File: src/rtl/core/dcsm_pkg.sv
`default_nettype none

package dcsm_pkg;

  localparam int unsigned SAMPLE_W = 16;
  localparam int unsigned OFFSET_W = 12;
  localparam int unsigned KELVIN_W = 17;
  localparam int unsigned SUM_W    = 19;

  // 273.15 K in 1/128 K, rounded to nearest
  localparam logic [SUM_W-1:0] KELVIN_OFFSET = SUM_W'(34963);
  localparam logic [KELVIN_W-1:0] KELVIN_MAX = '1;

  typedef logic [KELVIN_W-1:0] kelvin_t;

  typedef enum logic [2:0] {
    ST_IDLE   = 3'b001,
    ST_COUNT  = 3'b010,
    ST_SELECT = 3'b100
  } state_t;

  // Control shared by every cell of the chain
  typedef struct packed {
    logic ch;      // channel whose window moves
    logic insert;  // shift a new sample in, clear rank counts
    logic rotate;  // pass value and counts to the next cell
  } cell_ctl_t;

endpackage

`default_nettype wire

File: src/rtl/core/dual_channel_sliding_median_unit.sv
`default_nettype none

// Channel | Valid      | Stall      | Payload
// --------+------------+------------+------------------------------------------
// in      | in_valid   | in_stall   | in_sensor_channel, in_celsius_sample
// out     | out_valid  | out_stall  | out_channel_echo, out_median_kelvin
// cfg     | cfg_wr_en  | -          | cfg_wr_data (second channel offset)
//
// A request shifts the sample into its channel's chain, rotates the values
// around the whole cell chain so that every entry is ranked, and then picks
// the median into the output register.
// in_stall is high until the median is loaded into the output register; a new
// request is taken while the previous result still waits at the output.
// Synchronous reset clears all windows to zero kelvin and the offset to zero.

module dual_channel_sliding_median_unit #(
  parameter int unsigned WINDOW = 5
) (
  input  wire logic                                   clk,
  input  wire logic                                   rst_n,
  input  wire logic                                   in_valid,
  output logic                                        in_stall,
  input  wire logic                                   in_sensor_channel,
  input  wire logic signed [dcsm_pkg::SAMPLE_W-1:0]  in_celsius_sample,
  output logic                                        out_valid,
  input  wire logic                                   out_stall,
  output logic                                        out_channel_echo,
  output logic [dcsm_pkg::KELVIN_W-1:0]               out_median_kelvin,
  input  wire logic                                   cfg_wr_en,
  input  wire logic signed [dcsm_pkg::OFFSET_W-1:0]  cfg_wr_data
);

  localparam int unsigned CNT_W = $clog2(WINDOW + 1);
  localparam int unsigned ROT_W = $clog2(WINDOW);
  localparam logic [CNT_W-1:0] MID      = CNT_W'(WINDOW / 2);
  localparam logic [ROT_W-1:0] ROT_LAST = ROT_W'(WINDOW - 1);

  dcsm_pkg::state_t state_r, state_nxt;
  logic [ROT_W-1:0] rot_cnt_r, rot_cnt_nxt;
  logic             ch_r;
  logic signed [dcsm_pkg::OFFSET_W-1:0] offset_r;
  logic             out_valid_r;
  logic             out_ch_r;
  dcsm_pkg::kelvin_t out_med_r;

  logic              in_accept;
  logic              out_load;
  dcsm_pkg::kelvin_t kelvin;
  dcsm_pkg::kelvin_t median;
  dcsm_pkg::cell_ctl_t ctl;

  dcsm_pkg::kelvin_t cur_val [WINDOW];
  logic [CNT_W-1:0]  cur_lt  [WINDOW];
  logic [CNT_W-1:0]  cur_le  [WINDOW];

  assign in_stall  = (state_r != dcsm_pkg::ST_IDLE);
  assign in_accept = in_valid && !in_stall;
  assign out_load  = (state_r == dcsm_pkg::ST_SELECT) && (!out_valid_r || !out_stall);

  dcsm_conv u_conv (
    .ch      (in_sensor_channel),
    .celsius (in_celsius_sample),
    .offset  (offset_r),
    .kelvin  (kelvin)
  );

  always_comb begin
    ctl.ch     = (state_r == dcsm_pkg::ST_IDLE) ? in_sensor_channel : ch_r;
    ctl.insert = in_accept;
    ctl.rotate = (state_r == dcsm_pkg::ST_COUNT);
  end

  for (genvar i = 0; i < WINDOW; i++) begin : g_cell
    if (i == 0) begin : g_head
      dcsm_cell #(.CNT_W(CNT_W)) u_cell (
        .clk      (clk),
        .rst_n    (rst_n),
        .ctl      (ctl),
        .prev_val (ctl.insert ? kelvin : cur_val[WINDOW-1]),
        .prev_lt  (cur_lt[WINDOW-1]),
        .prev_le  (cur_le[WINDOW-1]),
        .bcast    (cur_val[WINDOW-1]),
        .cur_val  (cur_val[i]),
        .cur_lt   (cur_lt[i]),
        .cur_le   (cur_le[i])
      );
    end else begin : g_body
      dcsm_cell #(.CNT_W(CNT_W)) u_cell (
        .clk      (clk),
        .rst_n    (rst_n),
        .ctl      (ctl),
        .prev_val (cur_val[i-1]),
        .prev_lt  (cur_lt[i-1]),
        .prev_le  (cur_le[i-1]),
        .bcast    (cur_val[WINDOW-1]),
        .cur_val  (cur_val[i]),
        .cur_lt   (cur_lt[i]),
        .cur_le   (cur_le[i])
      );
    end
  end

  // entry v is the median when (#less than v) <= MID < (#less or equal v);
  // every entry that qualifies holds the same value
  always_comb begin
    median = '0;
    for (int i = WINDOW - 1; i >= 0; i--) begin
      if (cur_lt[i] <= MID && MID < cur_le[i]) begin
        median = cur_val[i];
      end
    end
  end

  always_comb begin
    state_nxt   = state_r;
    rot_cnt_nxt = rot_cnt_r;
    unique case (state_r)
      dcsm_pkg::ST_IDLE: begin
        if (in_accept) begin
          state_nxt   = dcsm_pkg::ST_COUNT;
          rot_cnt_nxt = '0;
        end
      end
      dcsm_pkg::ST_COUNT: begin
        if (rot_cnt_r == ROT_LAST) begin
          state_nxt   = dcsm_pkg::ST_SELECT;
          rot_cnt_nxt = '0;
        end else begin
          rot_cnt_nxt = rot_cnt_r + 1'b1;
        end
      end
      dcsm_pkg::ST_SELECT: begin
        if (out_load) begin
          state_nxt = dcsm_pkg::ST_IDLE;
        end
      end
      default: begin
        state_nxt   = dcsm_pkg::ST_IDLE;
        rot_cnt_nxt = '0;
      end
    endcase
  end

  always_ff @(posedge clk) begin
    if (!rst_n) begin
      state_r     <= dcsm_pkg::ST_IDLE;
      rot_cnt_r   <= '0;
      offset_r    <= '0;
      out_valid_r <= 1'b0;
    end else begin
      state_r   <= state_nxt;
      rot_cnt_r <= rot_cnt_nxt;
      if (cfg_wr_en) begin
        offset_r <= cfg_wr_data;
      end
      priority if (out_load) begin
        out_valid_r <= 1'b1;
      end else if (!out_stall) begin
        out_valid_r <= 1'b0;
      end
    end
  end

  always_ff @(posedge clk) begin
    if (in_accept) begin
      ch_r <= in_sensor_channel;
    end
    if (out_load) begin
      out_ch_r  <= ch_r;
      out_med_r <= median;
    end
  end

  assign out_valid         = out_valid_r;
  assign out_channel_echo  = out_ch_r;
  assign out_median_kelvin = out_med_r;

endmodule

`default_nettype wire

File: src/rtl/core/dcsm_conv.sv
`default_nettype none

module dcsm_conv (
  input  wire logic                                   ch,
  input  wire logic signed [dcsm_pkg::SAMPLE_W-1:0]  celsius,
  input  wire logic signed [dcsm_pkg::OFFSET_W-1:0]  offset,
  output dcsm_pkg::kelvin_t                           kelvin
);

  logic [dcsm_pkg::SUM_W-1:0] sample_ext;
  logic [dcsm_pkg::SUM_W-1:0] offset_ext;
  logic [dcsm_pkg::SUM_W-1:0] sum;

  assign sample_ext = {{(dcsm_pkg::SUM_W - dcsm_pkg::SAMPLE_W){celsius[dcsm_pkg::SAMPLE_W-1]}},
                       celsius};
  assign offset_ext = ch ? {{(dcsm_pkg::SUM_W - dcsm_pkg::OFFSET_W){offset[dcsm_pkg::OFFSET_W-1]}},
                            offset}
                         : '0;
  assign sum = sample_ext + dcsm_pkg::KELVIN_OFFSET + offset_ext;

  // clamp to 0 .. KELVIN_MAX
  always_comb begin
    priority if (sum[dcsm_pkg::SUM_W-1]) begin
      kelvin = '0;
    end else if (sum[dcsm_pkg::SUM_W-2]) begin
      kelvin = dcsm_pkg::KELVIN_MAX;
    end else begin
      kelvin = sum[dcsm_pkg::KELVIN_W-1:0];
    end
  end

endmodule

`default_nettype wire

File: src/rtl/core/dcsm_cell.sv
`default_nettype none

module dcsm_cell #(
  parameter int unsigned CNT_W = 3
) (
  input  wire logic                  clk,
  input  wire logic                  rst_n,
  input  wire dcsm_pkg::cell_ctl_t   ctl,
  input  wire dcsm_pkg::kelvin_t     prev_val,
  input  wire logic [CNT_W-1:0]      prev_lt,
  input  wire logic [CNT_W-1:0]      prev_le,
  input  wire dcsm_pkg::kelvin_t     bcast,
  output dcsm_pkg::kelvin_t          cur_val,
  output logic [CNT_W-1:0]           cur_lt,
  output logic [CNT_W-1:0]           cur_le
);

  dcsm_pkg::kelvin_t [1:0] val_r, val_nxt;
  logic [CNT_W-1:0]        lt_r, lt_nxt;
  logic [CNT_W-1:0]        le_r, le_nxt;

  always_comb begin
    val_nxt = val_r;
    lt_nxt  = lt_r;
    le_nxt  = le_r;
    if (ctl.insert) begin
      val_nxt[ctl.ch] = prev_val;
      lt_nxt          = '0;
      le_nxt          = '0;
    end else if (ctl.rotate) begin
      // counts travel with the value; compare against the value at the chain end
      val_nxt[ctl.ch] = prev_val;
      lt_nxt = prev_lt + {{(CNT_W-1){1'b0}}, (bcast <  prev_val)};
      le_nxt = prev_le + {{(CNT_W-1){1'b0}}, (bcast <= prev_val)};
    end
  end

  always_ff @(posedge clk) begin
    if (!rst_n) begin
      val_r <= '0;
      lt_r  <= '0;
      le_r  <= '0;
    end else begin
      val_r <= val_nxt;
      lt_r  <= lt_nxt;
      le_r  <= le_nxt;
    end
  end

  assign cur_val = val_r[ctl.ch];
  assign cur_lt  = lt_r;
  assign cur_le  = le_r;

endmodule

`default_nettype wire
File: config.mk
export PLATFORM = sky130hd
export DESIGN_NAME = dual_channel_sliding_median_unit
export DESIGN_NICKNAME = d
export VERILOG_FILES = /design/src/rtl/core/dcsm_pkg.sv /design/src/rtl/core/dual_channel_sliding_median_unit.sv /design/src/rtl/core/dcsm_conv.sv /design/src/rtl/core/dcsm_cell.sv
export SDC_FILE = /design/constraint.sdc
export NUM_CORES = 1
export LEC_CHECK = 0
export CAP_MARGIN = 5
export CORE_MARGIN = 10
export CORE_UTILIZATION = 40
export DETAILED_ROUTE_END_ITERATION = 7
export DONT_BUFFER_PORTS = 1
export PLACE_DENSITY = 0.65
export SLEW_MARGIN = 20
export SYNTH_ARGS = -nofsm -noshare
export SYNTH_HDL_FRONTEND = slang
export SYNTH_SLANG_ARGS = --single-unit
File: constraint.sdc
create_clock -name clk -period 6.35 [get_ports clk]
set_clock_uncertainty 0.1 [all_clocks]
set_input_delay 0.3175 -clock clk [delete_from_list [all_inputs] [get_ports clk]]
set_output_delay 0.3175 -clock clk [all_outputs]
set_load 0.03 [all_outputs]
# Word level (Yosys, flattened, before mapping)
# Cells that the tools add are included.
# totals
register_bits	238
wordCells	135
# classes
addsub	13
magnitude_cmp	22
eq_ne	9
mux	46
bitwise_logic	2
reduce_logical	16
# op_table
cell	n
34-bit 2-to-1 mux	10
17-bit 2-to-1 mux	19
34-bit bitwise mux	5
17-bit less-or-equal comparator	5
17-bit < comparator	5
3-bit by 1-bit adder with 3-bit output	10
19-bit adder	1
19-bit 2-to-1 mux	1
16-bit by 17-bit adder with 18-bit output (second input constant)	1
3-bit case mux with 3 select lines	2
17-bit demux with 1-bit select	1
3-bit by 2-bit less-or-equal comparator with 1-bit output (second input constant)	5
2-bit by 3-bit < comparator with 1-bit output (first input constant)	5
3-bit 2-to-1 mux	5
1-bit logical AND	8
3-bit equality test (second input constant)	2
2-bit by 1-bit != test with 1-bit output (second input constant)	2
2-bit != test (second input constant)	2
3-bit by 1-bit adder with 3-bit output (second input constant)	1
3-bit by 1-bit equality test with 1-bit output (second input constant)	1
3-bit by 2-bit equality test with 1-bit output (second input constant)	1
1-bit logical NOT	3
1-bit 2-to-1 mux	3
3-bit by 1-bit != test with 1-bit output (second input constant)	1
other kinds (8)	9

# Depth between registers and ports, before layout
# logic_depth
word_depth	9
mapped_depth	32

# By module
# Synthesis repeated with hierarchy kept, for this count alone.
# hier_totals
cells_unflattened	1748
area_unflattened_um2	15087.0
# by_module_without_submodules
mod	n_inst	cells_per_inst	area_per_inst_um2
dcsm_cell at g_cell[0].g_head.u_cell ...	4	255	2209.6
dual_channel_sliding_median_unit	1	268	2523.7
dcsm_cell at g_cell[4].g_body.u_cell	1	256	2209.6
dcsm_conv	1	204	1515.2

# Worst setup path before layout
# No wires, ideal clock.
# synth_path
path_type	input to register
start	input in_celsius_sample[0] in the netlist's numbering
end	register g_cell[0].g_head.u_cell.le_r[2]
setup_ps	86
arrival_time_ps	4972
setup_slack_ps	1192
cell_stages	29
n_path_buf	2
path_cell_list	inv_1 > ha_1 > nor2_1 > o21ai_0 > o21bai_1 > and3_1 > a21oi_1 > nor2_1 > xor2_1 > ha_1 > and3_1 > a221o_1 > a41oi_2 > xnor2_1 > nor2_4 > buf_4 > buf_2 > o2bb2ai_1 > ha_1 > a21o_1 > a21o_1 > a21oi_1 > o21ai_0 > a21oi_1 > a31o_2 > ha_1 > ha_1 > xnor2_1 > a211oi_1
# synth_between
elab_chain_len	7
# synth_rtl
item	line_no	rtl
from (decl)	dual_channel_sliding_median_unit.sv:24	input wire logic signed [dcsm_pkg::SAMPLE_W-1:0] in_celsius_sample,
16-bit by 17-bit adder with 18-bit output *	dcsm_conv.sv:19	assign sum = sample_ext + dcsm_pkg::KELVIN_OFFSET + offset_ext;
19-bit adder *	dcsm_conv.sv:19	
17-bit 2-to-1 mux	dcsm_conv.sv:25	end else if (sum[dcsm_pkg::SUM_W-2]) begin
17-bit 2-to-1 mux *	dcsm_conv.sv:23	priority if (sum[dcsm_pkg::SUM_W-1]) begin
17-bit 2-to-1 mux *	dual_channel_sliding_median_unit.sv:79	.prev_val (ctl.insert ? kelvin : cur_val[WINDOW-1]),
17-bit less-or-equal comparator *	dcsm_cell.sv:34	le_nxt = prev_le + {{(CNT_W-1){1'b0}}, (bcast <= prev_val)};
3-bit by 1-bit adder with 3-bit output *	dcsm_cell.sv:34	
to (signal assigned)	dcsm_cell.sv:46	le_r <= le_nxt;
to (decl)	dcsm_cell.sv:20	logic [CNT_W-1:0] le_r, le_nxt;
# Mark *: on every way between the ends. The rest lies on a longest branch, timed or not.
# A chain may end at the register's enable or synchronous reset.

# Worst setup path after layout
# Same ends and word-level chain as after synthesis.

==> summary.md <==
| Metric | Value |
|---|---|
| Post-Synth XOR/XNOR Area | `2.50%` |
| Worst Hold Depth | `4` |
| Drt wl/cell | `19.1 µm` |
| Max-Cap Viols | `0` |
| Starting Density | `40.7%` |
| TritonCTS clock tree | `yes` |
| Largest net degree at the start of global routing | `189` |
| Synth Cell Area | `14100 µm²` |
| Crit path launch | `in_celsius_sample[0]` |
| Sequential Power Share | `31.5%` |
| Adder-Cell Fraction of Synth Area | `11.3%` |
| # nets final | `1798` |
| Number of synthesized flops with an enable pin | `19` |
| Slew Limit Headroom | `25.4%` |
| Commonest non-fill, non-tap cell in the layout | `nand2_1` |
| DR pass1 iterations | `6` |
| Psw | `2.43 mW` |
| Iteration-0 DRC Markers | `1025` |
| Multi-input logic area | `8610 µm²` |
| Area delta synth->final | `11.3%` |
| Combinational family with the most area after synthesis | `compound AO/OA/AOI/OAI gates` |
| Post-route cell area | `15700 µm²` |
| Most frequent cells in the layout | `nand2_1 (352), dfxtp_1 (219), ha_1 (126), a21boi_0 (105), mux2i_1 (97)` |
| Die X | `208 µm` |
| Slowest stage delay, CP | `360 ps` |
| Syn_nets | `1820` |
| YS warnings | `0` |
| Io pins | `54` |
| Slowest cell on crit path | `ha_1` |
| Setup TNS | `0 ps` |
| Pwr per Cell Area | `381 nW/µm²` |
| CTS max path bufs | `3` |
| HP Class | `input pin to flip-flop` |
| Die Footprint | `43100 µm²` |
| FILL cells | `3345` |
| Via count | `12.1k` |
| DP Area | `14500 µm²` |
| Tmin final | `5480 ps` |
| Reg2reg start | `state_r[0]$_SDFFE_PN1P_` |
| Post-synth ARST share | `0%` |
| Hold Crit Endpoint | `state_r[1]$_SDFFE_PN0P_` |
| Vias in the first global route | `11.9k` |
| RD Place Congestion | `0.869` |
| Crit end category | `flip-flop` |
| Logic pwr share | `41.4%` |
| Clock power share | `27.1%` |
| Fmax achieved | `183 MHz` |
| Leak | `6.28 nW` |
| Final setup vio count | `0` |
| Core box area | `34600 µm²` |
| Final wirelength | `40.4 mm` |
| N_diodes | `0` |
| # DRC | `0` |
| GRT Residual Overflow | `0` |
| First-pass GRT wire length | `65.2 mm` |
| Final period utilization | `86.3%` |
| Row cnt | `68` |
| Compound-Gate Fraction of Synth Area | `23.1%` |
| Reg2Reg Setup Slack | `1130 ps` |
| Final ANT Viol Nets | `0` |
| Required time of the worst setup path | `6700 ps` |
| Worst slew pin tran | `1120 ps` |
| Crit path DAT | `5830 ps` |
| Register Area | `4950 µm²` |
| Number of vias per cell | `5.71` |
| Clk Tree Root Cell | `clkbuf_16` |
| Worst vdd ir | `0.283 mV` |
| Synthesized area per cell | `8.49 µm²` |
| Final Max Tran Viols | `0` |
| Mapped Cells | `1659` |
| Layout cells sized above 1 | `5.85%` |
| Top FF cell, synth | `dfxtp_1` |
| Hold Vio Cnt, Final | `0` |
| HP Start | `in_valid` |
| Post-DP HPWL | `28.2 mm` |
| CP Class | `input pin to flip-flop` |
| End of the worst register-to-register path | `g_cell[1].g_body.u_cell.cur_le[2]$_SDFFE_PP0P_` |
| Clk Latency, worst-skew pair | `550 ps` |
| IO buf count | `0` |
| H-tree depth | `1` |
| Die Y | `208 µm` |
| Sequential share of the synthesized area | `35.2%` |
| Crit path top cell by count | `ha_1` |
| Total CTS buffers | `28` |
| CP max FO | `13` |
| Clock Sinks | `238` |
| Reg clk slew, reported paths | `60 ps` |
| Synth Area in Simple Gates | `16.5%` |
| Netlist cell types | `63` |
| Worst reg-to-reg path cell count | `18` |
| Overall routing resource usage | `18.0%` |
| Startpoint Class | `input pin` |
| Sw frac | `40.7%` |
| Synthesized flop and latch total | `238` |
| Initial antenna violation count | `2` |
| Setup repair bufs after CTS | `0` |
| Multiplexer share of the synthesized area | `7.21%` |
| RSZ-0062 raised after global routing | `no` |
| Status | `finished, final reports clean` |
| Internal power | `3.54 mW` |
==> synthesized netlist by cell type, drive strengths merged (8+ instances only) <==
cell type / instances / area [µm²]
nand2: 352 / 1320
dfxtp: 219 / 4380
a21boi: 126 / 946
ha: 126 / 1580
mux2i: 98 / 993
o21ai: 98 / 494
a21oi: 78 / 390
nor2: 64 / 270
clkbuf: 60 / 226
a211oi: 42 / 320
buf: 41 / 236
nor3: 37 / 185
a21o: 35 / 263
inv: 32 / 120
xnor2: 29 / 273
nor2b: 23 / 144
o211ai: 23 / 173
edfxtp: 19 / 571
nand4: 19 / 119
o22ai: 18 / 113
and2: 13 / 81.3
o211a: 12 / 120
o2bb2ai: 12 / 105
nand2b: 9 / 56.3
xor2: 9 / 78.8
and3: 8 / 50.1
==> power by group through the flow <==
stage | Combinational, mW | Sequential (mW) | Clock [mW]
5_1_grt | 2.70 | 1.90 | 1.71
2_1_floorplan | 1.72 | 1.85 | 0
3_5_place_dp | 2.40 | 1.91 | 0
6_report | 2.48 | 1.88 | 1.62
3_3_place_gp | 2.35 | 1.90 | 0
4_1_cts | 2.44 | 1.88 | 1.64
==> stage by stage <==
stage	util [%]	cells	power (mW)	hold WS (ps)	setup slack, ps
2_1_floorplan	-	1659	3.57	316	1190
3_3_place_gp	41.7	2033	4.25	318	519
3_5_place_dp	41.8	2034	4.30	318	416
4_1_cts	45.3	2112	5.96	39.1	952
5_1_grt	45.3	2112	6.31	103	372
6_report	45.3	2112	5.98	84.9	871
==> metal layers <==
metal / GRT usage, % / up-vias / wire length (µm)
met5: 0 / - / 15
met4: 5.55 / 2 / 1120
met3: 2.53 / 68 / 1930
li1: - / 5854 / -
met2: 29.8 / 318 / 18900
met1: 23.7 / 5820 / 18400
==> worst max path at each step <==
stage	endpoint	slack, ps	cells after the start
global route	g_cell[0].g_head.u_cell.cur_le[2]$_SDFFE_PP0P_	370	29
global placement	g_cell[0].g_head.u_cell.cur_le[2]$_SDFFE_PP0P_	520	31
floorplan	g_cell[0].g_head.u_cell.cur_le[2]$_SDFFE_PP0P_	1190	29
CTS	g_cell[0].g_head.u_cell.cur_le[2]$_SDFFE_PP0P_	950	29
detailed placement	g_cell[0].g_head.u_cell.cur_le[2]$_SDFFE_PP0P_	420	29
finish	g_cell[0].g_head.u_cell.cur_le[2]$_SDFFE_PP0P_	870	31
==> final cells by class <==
cell class | count | area share (%)
multi-input combinational | 1288 | 54.9
sequential | 238 | 31.6
clock buffer | 41 | 5.24
tap | 455 | 3.63
timing repair buffer | 49 | 3.27
inverter | 32 | 0.766
clock inverter | 9 | 0.638
==> cell families after synthesis <==
| group | after synthesis |
|---|---|
| compound gates | 483 |
| fa+ha+maj | 127 |
| flops | 238 |
| simple gates | 540 |
| mux | 100 |
| xor+xnor | 38 |
| buf+inv | 133 |
==> worst max-delay path: cells and delay by family <==
family                   cells  cell delay [ps]
AO/OA/AOI/OAI               13             2530
XOR/XNOR                     3              510
adder cells (fa/ha/maj)      5             1190
buffers and inverters        2              270
AND/OR/NAND/NOR              8             1040
==> flip-flops by register name, summed over array words and instances (netlist names) <==
signal and cells:
g_cell.g_head.u_cell.val_r 34, g_cell.g_body.u_cell.val_r 136, g_cell.g_body.u_cell.cur_lt 12, rot_cnt_r 3, out_median_kelvin 17, out_valid 1, g_cell.g_head.u_cell.cur_le 3, state_r 3
g_cell.g_head.u_cell.cur_lt 3, out_channel_echo 1, g_cell.g_body.u_cell.cur_le 12, offset_r 12, ch_r 1
==> repair_timing <==
item | CTS | global route
hold buffers | 28 | 0
endpoints found under the setup margin | 0 | 0
resized for setup | 0 | 0
hold endpoints to repair | 190 | 0
Note: power is estimated with default switching activity, not from simulation.
